## config.mk

```make
export PLATFORM = sky130hd
export DESIGN_NAME = tftp_packet_parser
export DESIGN_NICKNAME = d
export VERILOG_FILES = /design/src/rtl/tftp_pp_pkg.sv /design/src/rtl/tftp_packet_parser.sv /design/src/rtl/tftp_pp_parse.sv /design/src/rtl/tftp_pp_queue.sv
export SDC_FILE = /design/constraint.sdc
export NUM_CORES = 1
export LEC_CHECK = 0
export BUFFER_PORTS_ARGS = -buffer_cell sky130_fd_sc_hd__buf_4
export CORE_MARGIN = 4
export CORE_UTILIZATION = 30
export CTS_CLUSTER_DIAMETER = 80
export DETAILED_ROUTE_END_ITERATION = 7
export GPL_TIMING_DRIVEN = 0
export PLACE_DENSITY = 0.41
export SETUP_SLACK_MARGIN = 0.05
export SLEW_MARGIN = 20
export SYNTH_ARGS = -nofsm -noshare
export SYNTH_HDL_FRONTEND = slang
export SYNTH_HIERARCHICAL = 1
export SYNTH_SLANG_ARGS = --single-unit
```

## constraint.sdc

```tcl
create_clock -name clk -period 11.9 [get_ports clk]
set_input_delay 1.785 -clock clk [delete_from_list [all_inputs] [get_ports clk]]
set_output_delay 1.785 -clock clk [all_outputs]
set_load 0.1 [all_outputs]
```

## src/rtl/tftp_pp_pkg.sv

```systemverilog
// Shared types and constants for the TFTP packet parser.
`timescale 1ns / 1ps

package tftp_pp_pkg;

  // Widths of the fields in one result item.
  localparam int KIND_W = 3;
  localparam int BYTE_W = 8;
  localparam int OP_W   = 3;
  localparam int NUM_W  = 16;
  localparam int SIZE_W = 10;
  localparam int CNT_W  = 10;

  // Default field limits.
  localparam int NAME_LIMIT_DEF    = 1024;
  localparam int MODE_LIMIT_DEF    = 20;
  localparam int DATA_LIMIT_DEF    = 512;
  localparam int MESSAGE_LIMIT_DEF = 1024;

  // Result queue geometry. The depth must be a power of two.
  localparam int Q_DEPTH = 4;
  localparam int Q_PTR_W = $clog2(Q_DEPTH);
  localparam int Q_CNT_W = $clog2(Q_DEPTH + 1);

  // Result kinds.
  localparam logic [KIND_W-1:0] KIND_NAME    = 3'd0;
  localparam logic [KIND_W-1:0] KIND_MODE    = 3'd1;
  localparam logic [KIND_W-1:0] KIND_DATA    = 3'd2;
  localparam logic [KIND_W-1:0] KIND_MESSAGE = 3'd3;
  localparam logic [KIND_W-1:0] KIND_STATUS  = 3'd4;

  // TFTP opcodes, as carried in the status item.
  localparam logic [OP_W-1:0] OP_NONE  = 3'd0;
  localparam logic [OP_W-1:0] OP_RRQ   = 3'd1;
  localparam logic [OP_W-1:0] OP_WRQ   = 3'd2;
  localparam logic [OP_W-1:0] OP_DATA  = 3'd3;
  localparam logic [OP_W-1:0] OP_ACK   = 3'd4;
  localparam logic [OP_W-1:0] OP_ERROR = 3'd5;

  // One result item.
  typedef struct packed {
    logic [KIND_W-1:0] kind;
    logic [BYTE_W-1:0] out_byte;
    logic              packet_end;
    logic              valid_res;
    logic [OP_W-1:0]   opcode;
    logic [NUM_W-1:0]  number;
    logic [SIZE_W-1:0] data_size;
  } tpp_item_t;

  // Up to two results produced by one accepted byte: payload first, then status.
  typedef struct packed {
    logic      pay_vld;
    logic      sts_vld;
    tpp_item_t pay;
    tpp_item_t sts;
  } tpp_push_t;

endpackage

```

## src/rtl/tftp_packet_parser.sv

```systemverilog
// Top level of the TFTP packet parser.
`timescale 1ns / 1ps

// Takes one datagram byte per request, in order, with in_last_byte set on the
// final byte, and accepts a byte every cycle while in_stall is low. Each byte
// is parsed in the cycle it is accepted and its results are written into a
// four-entry result queue, from which the out_ channel offers them in order.
// A byte gives at most one payload result, and its final byte also gives a
// status result, so a packet of N bytes yields up to N+1 results; the output
// sends one result per cycle while out_stall is low, and in_stall rises only
// while the queue holds more than two results. Status fields are zero on
// payload results, and payload results already sent stay sent when the
// closing status says the packet is invalid.
module tftp_packet_parser import tftp_pp_pkg::*; #(
  parameter int NAME_LIMIT    = NAME_LIMIT_DEF,
  parameter int MODE_LIMIT    = MODE_LIMIT_DEF,
  parameter int DATA_LIMIT    = DATA_LIMIT_DEF,
  parameter int MESSAGE_LIMIT = MESSAGE_LIMIT_DEF
) (
  input  logic              clk,
  input  logic              rst_n,
  input  logic              in_valid,
  output logic              in_stall,
  input  logic [BYTE_W-1:0] in_data_byte,
  input  logic              in_last_byte,
  output logic              out_valid,
  input  logic              out_stall,
  output logic [KIND_W-1:0] out_kind,
  output logic [BYTE_W-1:0] out_out_byte,
  output logic              out_packet_end,
  output logic              out_valid_res,
  output logic [OP_W-1:0]   out_opcode,
  output logic [NUM_W-1:0]  out_number,
  output logic [SIZE_W-1:0] out_data_size
);

  tpp_push_t push;
  tpp_item_t head;
  logic      room;
  logic      accept;

  // Input handshake.
  assign in_stall = !room;
  assign accept   = in_valid && room;

  tftp_pp_parse #(
    .NAME_LIMIT    (NAME_LIMIT),
    .MODE_LIMIT    (MODE_LIMIT),
    .DATA_LIMIT    (DATA_LIMIT),
    .MESSAGE_LIMIT (MESSAGE_LIMIT)
  ) u_parse (
    .clk       (clk),
    .rst_n     (rst_n),
    .accept    (accept),
    .data_byte (in_data_byte),
    .last_byte (in_last_byte),
    .push      (push)
  );

  tftp_pp_queue u_queue (
    .clk      (clk),
    .rst_n    (rst_n),
    .push     (push),
    .room     (room),
    .pop      (!out_stall),
    .head_vld (out_valid),
    .head     (head)
  );

  // Result fields.
  assign out_kind       = head.kind;
  assign out_out_byte   = head.out_byte;
  assign out_packet_end = head.packet_end;
  assign out_valid_res  = head.valid_res;
  assign out_opcode     = head.opcode;
  assign out_number     = head.number;
  assign out_data_size  = head.data_size;

endmodule

```

## src/rtl/tftp_pp_parse.sv

```systemverilog
// Byte-at-a-time TFTP header and field parser.
`timescale 1ns / 1ps

module tftp_pp_parse import tftp_pp_pkg::*; #(
  parameter int NAME_LIMIT    = NAME_LIMIT_DEF,
  parameter int MODE_LIMIT    = MODE_LIMIT_DEF,
  parameter int DATA_LIMIT    = DATA_LIMIT_DEF,
  parameter int MESSAGE_LIMIT = MESSAGE_LIMIT_DEF
) (
  input  logic              clk,
  input  logic              rst_n,
  input  logic              accept,
  input  logic [BYTE_W-1:0] data_byte,
  input  logic              last_byte,
  output tpp_push_t         push
);

  // Parse phases.
  localparam logic [2:0] PH_OP_HI  = 3'd0;
  localparam logic [2:0] PH_OP_LO  = 3'd1;
  localparam logic [2:0] PH_NUM_HI = 3'd2;
  localparam logic [2:0] PH_NUM_LO = 3'd3;
  localparam logic [2:0] PH_BODY   = 3'd4;
  localparam logic [2:0] PH_NAME   = 3'd5;
  localparam logic [2:0] PH_MODE   = 3'd6;
  localparam logic [2:0] PH_SKIP   = 3'd7;

  localparam logic [CNT_W-1:0] NAME_MAX = CNT_W'(NAME_LIMIT - 1);
  localparam logic [CNT_W-1:0] MODE_MAX = CNT_W'(MODE_LIMIT - 1);
  localparam logic [CNT_W-1:0] DATA_MAX = CNT_W'(DATA_LIMIT);
  localparam logic [CNT_W-1:0] MSG_MAX  = CNT_W'(MESSAGE_LIMIT - 1);

  logic [2:0]        phase_r, phase_nxt;
  logic [7:0]        op_hi_r, op_hi_nxt;
  logic [OP_W-1:0]   op_r, op_nxt;
  logic [NUM_W-1:0]  num_r, num_nxt;
  logic [CNT_W-1:0]  cnt_r, cnt_nxt;
  logic              bad_r, bad_nxt;
  logic              ok;
  logic              pay_vld;
  logic [KIND_W-1:0] pay_kind;
  logic [BYTE_W-1:0] pay_byte;
  logic [15:0]       op_word;
  logic              good;

  assign op_word = {op_hi_r, data_byte};

  // Next state and payload for the byte on the input.
  always_comb begin
    phase_nxt = phase_r;
    op_hi_nxt = op_hi_r;
    op_nxt    = op_r;
    num_nxt   = num_r;
    cnt_nxt   = cnt_r;
    bad_nxt   = bad_r;
    ok        = 1'b0;
    pay_vld   = 1'b0;
    pay_kind  = KIND_NAME;
    pay_byte  = data_byte;
    unique case (phase_r)
      PH_OP_HI: begin
        op_hi_nxt = data_byte;
        phase_nxt = PH_OP_LO;
      end
      PH_OP_LO: begin
        cnt_nxt = '0;
        if (op_word == 16'(OP_RRQ) || op_word == 16'(OP_WRQ)) begin
          op_nxt    = op_word[OP_W-1:0];
          phase_nxt = PH_NAME;
        end else if (op_word == 16'(OP_DATA) || op_word == 16'(OP_ACK) ||
                     op_word == 16'(OP_ERROR)) begin
          op_nxt    = op_word[OP_W-1:0];
          phase_nxt = PH_NUM_HI;
        end else begin
          op_nxt    = OP_NONE;
          bad_nxt   = 1'b1;
          phase_nxt = PH_SKIP;
        end
      end
      PH_NUM_HI: begin
        num_nxt   = {data_byte, 8'h00};
        phase_nxt = PH_NUM_LO;
      end
      PH_NUM_LO: begin
        num_nxt   = {num_r[15:8], data_byte};
        phase_nxt = PH_BODY;
        cnt_nxt   = '0;
        ok        = (op_r == OP_DATA) || (op_r == OP_ACK);
      end
      PH_BODY: begin
        if (op_r == OP_DATA) begin
          if (cnt_r < DATA_MAX) begin
            pay_vld  = 1'b1;
            pay_kind = KIND_DATA;
            cnt_nxt  = cnt_r + 1'b1;
          end else begin
            bad_nxt = 1'b1;
          end
          ok = 1'b1;
        end else if (op_r == OP_ERROR) begin
          if (last_byte) begin
            ok = (data_byte == 8'h00);
          end else if (cnt_r < MSG_MAX) begin
            pay_vld  = 1'b1;
            pay_kind = KIND_MESSAGE;
            cnt_nxt  = cnt_r + 1'b1;
          end
        end else begin
          ok = 1'b1;
        end
      end
      PH_NAME: begin
        if (data_byte == 8'h00) begin
          phase_nxt = PH_MODE;
          cnt_nxt   = '0;
        end else if (cnt_r < NAME_MAX) begin
          pay_vld  = 1'b1;
          pay_kind = KIND_NAME;
          cnt_nxt  = cnt_r + 1'b1;
        end
      end
      PH_MODE: begin
        if (data_byte == 8'h00) begin
          phase_nxt = PH_SKIP;
          ok        = 1'b1;
        end else if (cnt_r < MODE_MAX) begin
          pay_vld  = 1'b1;
          pay_kind = KIND_MODE;
          cnt_nxt  = cnt_r + 1'b1;
          // Upper-case letters fold to lower case.
          if (data_byte >= 8'h41 && data_byte <= 8'h5A) begin
            pay_byte = data_byte | 8'h20;
          end
        end
      end
      PH_SKIP: begin
        ok = (op_r == OP_RRQ) || (op_r == OP_WRQ);
      end
      default: begin
        ok = 1'b0;
      end
    endcase
  end

  assign good = ok && !bad_nxt;

  // Results handed to the queue; nothing is produced without an accepted byte.
  always_comb begin
    push.pay_vld        = accept && pay_vld;
    push.pay.kind       = pay_kind;
    push.pay.out_byte   = pay_byte;
    push.pay.packet_end = 1'b0;
    push.pay.valid_res  = 1'b0;
    push.pay.opcode     = OP_NONE;
    push.pay.number     = '0;
    push.pay.data_size  = '0;

    push.sts_vld        = accept && last_byte;
    push.sts.kind       = KIND_STATUS;
    push.sts.out_byte   = '0;
    push.sts.packet_end = 1'b1;
    push.sts.valid_res  = good;
    push.sts.opcode     = good ? op_nxt : OP_NONE;
    push.sts.number     = (good && op_nxt >= OP_DATA) ? num_nxt : '0;
    push.sts.data_size  = (good && op_nxt == OP_DATA) ? SIZE_W'(cnt_nxt) : '0;
  end

  // Parser state; a final byte returns everything to the reset values.
  always_ff @(posedge clk) begin
    if (!rst_n || (accept && last_byte)) begin
      phase_r <= PH_OP_HI;
      op_hi_r <= '0;
      op_r    <= OP_NONE;
      num_r   <= '0;
      cnt_r   <= '0;
      bad_r   <= 1'b0;
    end else if (accept) begin
      phase_r <= phase_nxt;
      op_hi_r <= op_hi_nxt;
      op_r    <= op_nxt;
      num_r   <= num_nxt;
      cnt_r   <= cnt_nxt;
      bad_r   <= bad_nxt;
    end
  end

  // A packet always starts over at the opcode after its final byte.
  a_restart: assert property (@(posedge clk) disable iff (!rst_n)
    (accept && last_byte) |=> (phase_r == PH_OP_HI && !bad_r && cnt_r == '0))
    else $error("parser did not restart after the final byte");

  // An invalid status carries no opcode, number or size.
  a_bad_status_zero: assert property (@(posedge clk) disable iff (!rst_n)
    (push.sts_vld && !push.sts.valid_res) |->
      (push.sts.opcode == OP_NONE && push.sts.number == '0 &&
       push.sts.data_size == '0))
    else $error("invalid status carries nonzero fields");

  // Once a packet is marked bad it stays bad until its final byte.
  a_bad_sticky: assert property (@(posedge clk) disable iff (!rst_n)
    (bad_r && !(accept && last_byte)) |=> bad_r)
    else $error("bad packet flag cleared mid-packet");

endmodule

```

## src/rtl/tftp_pp_queue.sv

```systemverilog
// Small result queue that takes up to two items per cycle and sends one per cycle when popped.
`timescale 1ns / 1ps

module tftp_pp_queue import tftp_pp_pkg::*; (
  input  logic      clk,
  input  logic      rst_n,
  input  tpp_push_t push,
  output logic      room,
  input  logic      pop,
  output logic      head_vld,
  output tpp_item_t head
);

  tpp_item_t           q_r [Q_DEPTH];
  logic [Q_PTR_W-1:0]  wr_ptr_r, wr_ptr_nxt;
  logic [Q_PTR_W-1:0]  rd_ptr_r, rd_ptr_nxt;
  logic [Q_CNT_W-1:0]  count_r, count_nxt;
  logic [Q_PTR_W-1:0]  sts_idx;
  logic                do_pop;

  // Room for the two results that a single byte can produce.
  assign room     = (count_r <= Q_CNT_W'(Q_DEPTH - 2));
  assign head_vld = (count_r != '0);
  assign head     = q_r[rd_ptr_r];
  assign do_pop   = pop && head_vld;

  // The status item lands right after the payload item when both are present.
  assign sts_idx    = wr_ptr_r + Q_PTR_W'(push.pay_vld);
  assign wr_ptr_nxt = sts_idx + Q_PTR_W'(push.sts_vld);
  assign rd_ptr_nxt = rd_ptr_r + Q_PTR_W'(do_pop);
  assign count_nxt  = count_r + Q_CNT_W'(push.pay_vld) + Q_CNT_W'(push.sts_vld)
                      - Q_CNT_W'(do_pop);

  // Entry storage.
  always_ff @(posedge clk) begin
    if (push.pay_vld) begin
      q_r[wr_ptr_r] <= push.pay;
    end
    if (push.sts_vld) begin
      q_r[sts_idx] <= push.sts;
    end
  end

  // Pointers and fill level.
  always_ff @(posedge clk) begin
    if (!rst_n) begin
      wr_ptr_r <= '0;
      rd_ptr_r <= '0;
      count_r  <= '0;
    end else begin
      wr_ptr_r <= wr_ptr_nxt;
      rd_ptr_r <= rd_ptr_nxt;
      count_r  <= count_nxt;
    end
  end

  // The fill level never passes the depth.
  a_no_overflow: assert property (@(posedge clk) disable iff (!rst_n)
    count_r <= Q_CNT_W'(Q_DEPTH))
    else $error("result queue overflow");

  // The fill level tracks the pointer distance.
  a_level_matches: assert property (@(posedge clk) disable iff (!rst_n)
    (count_r != Q_CNT_W'(Q_DEPTH)) |-> (Q_PTR_W'(count_r) == Q_PTR_W'(wr_ptr_r - rd_ptr_r)))
    else $error("queue level out of step with pointers");

  // A final byte with payload adds two entries when nothing leaves.
  a_double_push: assert property (@(posedge clk) disable iff (!rst_n)
    (push.pay_vld && push.sts_vld && !do_pop) |=>
      (count_r == $past(count_r) + Q_CNT_W'(2)))
    else $error("double push lost an entry");

endmodule

```

==> results.md <==
- Vias in the first global route: about 8000
- Global-route total usage across every layer: 0.1536
- Number of rows in the core area: 73
- Global-route congestion overflow total: 0
- Final hold violation count: 0
- Post-DP HPWL: around 23000 microns
- Setup tns final: 0 ps
- Final setup violating endpoints: 0
- Clock Pin Slew Worst Setup and Hold Paths: 60 ps
- Required time worst endpoint: ~12000 ps
- Cells along the critical path: buf_4, or4_4, or3_4, buf_6, nand2_2, o221ai_2, and4_1, ha_1, xnor2_2, and3_1, buf_6, buf_8, o21bai_4, buf_16, buf_16
- Number of distinct library cells after synthesis: 76
- Leakage power total: 4.986 nW
- Critical Path Start Type: input port
- Commonest cells after routing, fill and taps aside: sky130_fd_sc_hd__edfxtp_1, sky130_fd_sc_hd__mux2_2, sky130_fd_sc_hd__buf_4
- Area Overhead vs Synth: 19.11%
- Detail-routed via count per cell: between 4 and 5
- Root cell of the clock tree: sky130_fd_sc_hd__clkbuf_16
- Violation count after the first detailed-route iteration: 485
- Pin count of the biggest net entering global routing: 17
- Via Count: approximately 8000
- Number of instances in the synthesized netlist: 961
- Antenna Nets Post-Route: 0
- Final-report max-slew violation count: 0
- Final total power: around 2.8 mW
- CTS Buffer Depth: 3
- Antenna diode count: 0
- Yosys warning total: 6
- Cell area after synthesis: roughly 12000 sq um
- Number of H-tree levels: 1
- Max-cap violation count: 0
- Shortest period the worst path allows: between 5000 and 6000 ps
- Areal power density over the cells: around 200 nW/um^2
- Starting density of the core: 0.3056
- Area of the die: approximately 44000 sq um
- Area of the core region: 40010 sq um
- Worst path bufs/invs: 6
- Fraction of layout instances using a drive strength above 1: 0.3740
- First drt pass iteration count: 5
- Worst-skew pair later-pin latency: about 550 ps
- Clock tree from TritonCTS: built
- Final Routed Wirelength: between 30000 and 40000 microns
- Synthesized area per cell: 12.72 sq um
- Quantity of I/O buffers inserted on ports: between 50 and 60
- Number of buffers inserted by post-CTS setup repair: 0
- Most common cell after layout, fill and taps aside: sky130_fd_sc_hd__edfxtp_1
- Total number of clock tree sinks: 216
- Cell with the biggest individual delay on the critical path: sky130_fd_sc_hd__or4_4
- Max transition margin: 0.3031
- Residual DRC count: 0
- Part of the cycle the worst path needs: 0.4772
- Ys async rst share: 0
- Post-route non-filler standard cell count: approximately 1600
- Worst endpoint data arrival time: slightly below 6000 ps
- Total clock buffers created by CTS: 26
- Max VDD drop: about 0.000093 V
- Unrepaired setup endpoints after global routing: false
- Cts hold-fix bufs: 0
- Type of the worst setup path: in -> reg
- Total Nets Final: between 1000 and 1500
- Vertical die dimension: 209.9 microns
- Number of antenna violations at the first check in global routing: 0
- Placed Cells: about 1600
- Largest fanout on the critical path: 16
- Overall die width: 209.9 microns
- Per-cell routed wire length: just over 20 microns
- Slowest cell delay on critical path: ~580 ps
- Routability cong.: 0.8787
- Clock tree skew after final layout: 23.47 ps
- Min-Delay Path Class: reg -> reg
- Critical Path End Type: flip-flop
- Result of the run: finished, final reports clean
- Number of ports placed on the die boundary: 57
- Number of synthesized register bits: around 220
- Global-route wire length before repair: a little over 50000 microns
- Top FF cell, synth: sky130_fd_sc_hd__edfxtp_1
- Filler cells: roughly 4000
- Worst slew pin tran: around 1000 ps
- Family of cells with the greatest summed delay on the critical path: simple AND/OR/NAND/NOR gates
- EDFF count, synth: 168
- Highest clock frequency the design can meet: between 150 and 200 MHz
- CTS-repair resized insts: 0
- Portion of the post-synthesis area used by sequential elements: 0.4912
==> registers in the layout, summed over array words and instances (netlist names) <==
register,count
u_parse/bad_r,1
u_parse/cnt_r,10
u_parse/num_r,16
u_parse/op_hi_r,8
u_parse/op_r,3
u_parse/phase_r,3
u_queue/count_r,3
u_queue/q_r,168
u_queue/rd_ptr_r,2
u_queue/wr_ptr_r,2
==> worst register-to-register path, stage by stage, from the launching register on <==
cell and delay (ps):
sky130_fd_sc_hd__dfxtp_1 510, sky130_fd_sc_hd__ha_1 200, sky130_fd_sc_hd__clkbuf_1 400, sky130_fd_sc_hd__inv_1 210
sky130_fd_sc_hd__nor3_1 770, sky130_fd_sc_hd__o221ai_2 280, sky130_fd_sc_hd__and4_1 340, sky130_fd_sc_hd__ha_1 250
sky130_fd_sc_hd__xnor2_2 490, sky130_fd_sc_hd__and3_1 250, sky130_fd_sc_hd__buf_6 170, sky130_fd_sc_hd__buf_8 200
sky130_fd_sc_hd__o21bai_4 350, sky130_fd_sc_hd__buf_16 240, sky130_fd_sc_hd__buf_16 180
==> synth_stat cells, drive strengths merged (3+ instances only) <==
master    n  area (sq um)
or4       4         41.29
mux2i     9         90.09
mux4     42         945.9
nand3    21         115.1
a211oi    8         65.06
nor4      8         71.32
buf      79         634.4
a21oi    56         280.3
a22oi     3         22.52
o22ai     5         31.28
nor3b     4         35.03
clkbuf   34         128.9
a21o      3         22.52
ha        7         87.58
nor2     57         226.5
or3       5         36.28
xnor2     8         77.58
nand2    81         306.6
a41oi     3         26.28
o21ai    20         100.1
or2       3         18.77
and4      3         26.28
mux2    168          2038
a31oi     8         50.05
nor2b     7         43.79
edfxtp  168          5045
nor3     11         66.32
nand3b    3         22.52
inv      16         60.06
nand4     9         56.30
nand2b    5         31.28
and2     10         62.56
a221oi    3         32.53
o21bai    5         37.54
and3     11         68.82
dfxtp    48         960.9
==> cells by family after synthesis <==
group | after synthesis | share of synthesized area
simple gates | 247 | 0.1047
mux | 219 | 0.2515
flops | 216 | 0.4912
compound gates | 129 | 0.06642
buf+inv | 129 | 0.06734
xor+xnor | 10 | 0.007779
fa+ha+maj | 9 | 0.01044
other cells | 2 | 0.0006143
==> through the flow <==
step                setup slack (ps)  area [sq um]  utilization  hold WS (ps)
floorplan                       5479         12380            -         430.8
global placement                2634         13450       0.3361         441.7
detailed placement              5653         13780       0.3444         445.3
CTS                             6220         14560       0.3640         453.9
global route                    6072         14560       0.3640         473.4
finish                          6222         14560       0.3640         453.4
==> area by class of cell <==
cell class	instances	area [sq um]	share of cell area
plain buffers	113	763.2	0.05241
clock buffers	30	665.6	0.04571
clock inverters	18	118.9	0.008163
inverters	16	60.06	0.004124
multi-input cells	658	5610	0.3853
flip-flops and latches	216	6006	0.4124
well taps	525	656.9	0.04511
repair buffers	64	680.7	0.04674
==> power breakdown <==
part	switching (mW)	internal, mW
clock network	0.320	0.421
registers	0.0223	0.878
logic	0.851	0.351
total	1.19	1.65
==> path summary, 6_finish.rpt <==
kind | startpoint | to | slack (ps) | cells after the start
worst max-delay path | in_data_byte[3] | u_queue/q_r[1][14] | 6220 | 15
worst min-delay path | u_parse/num_r[7] | u_parse/num_r[7] | 450 | 2
worst max register to register | u_parse/cnt_r[0] | u_queue/q_r[1][14] | 6750 | 14
worst min register to register | u_parse/num_r[7] | u_parse/num_r[7] | 450 | 2
==> metal layers <==
layer	vias to the layer above	global-route usage	routed length, microns
li1	3825	-	-
met1	3972	0.2162	16050
met2	155	0.2533	16160
met3	44	0.01704	1026
met4	0	0.04028	811
met5	-	0	0
Note: power is estimated with default switching activity, not from simulation.
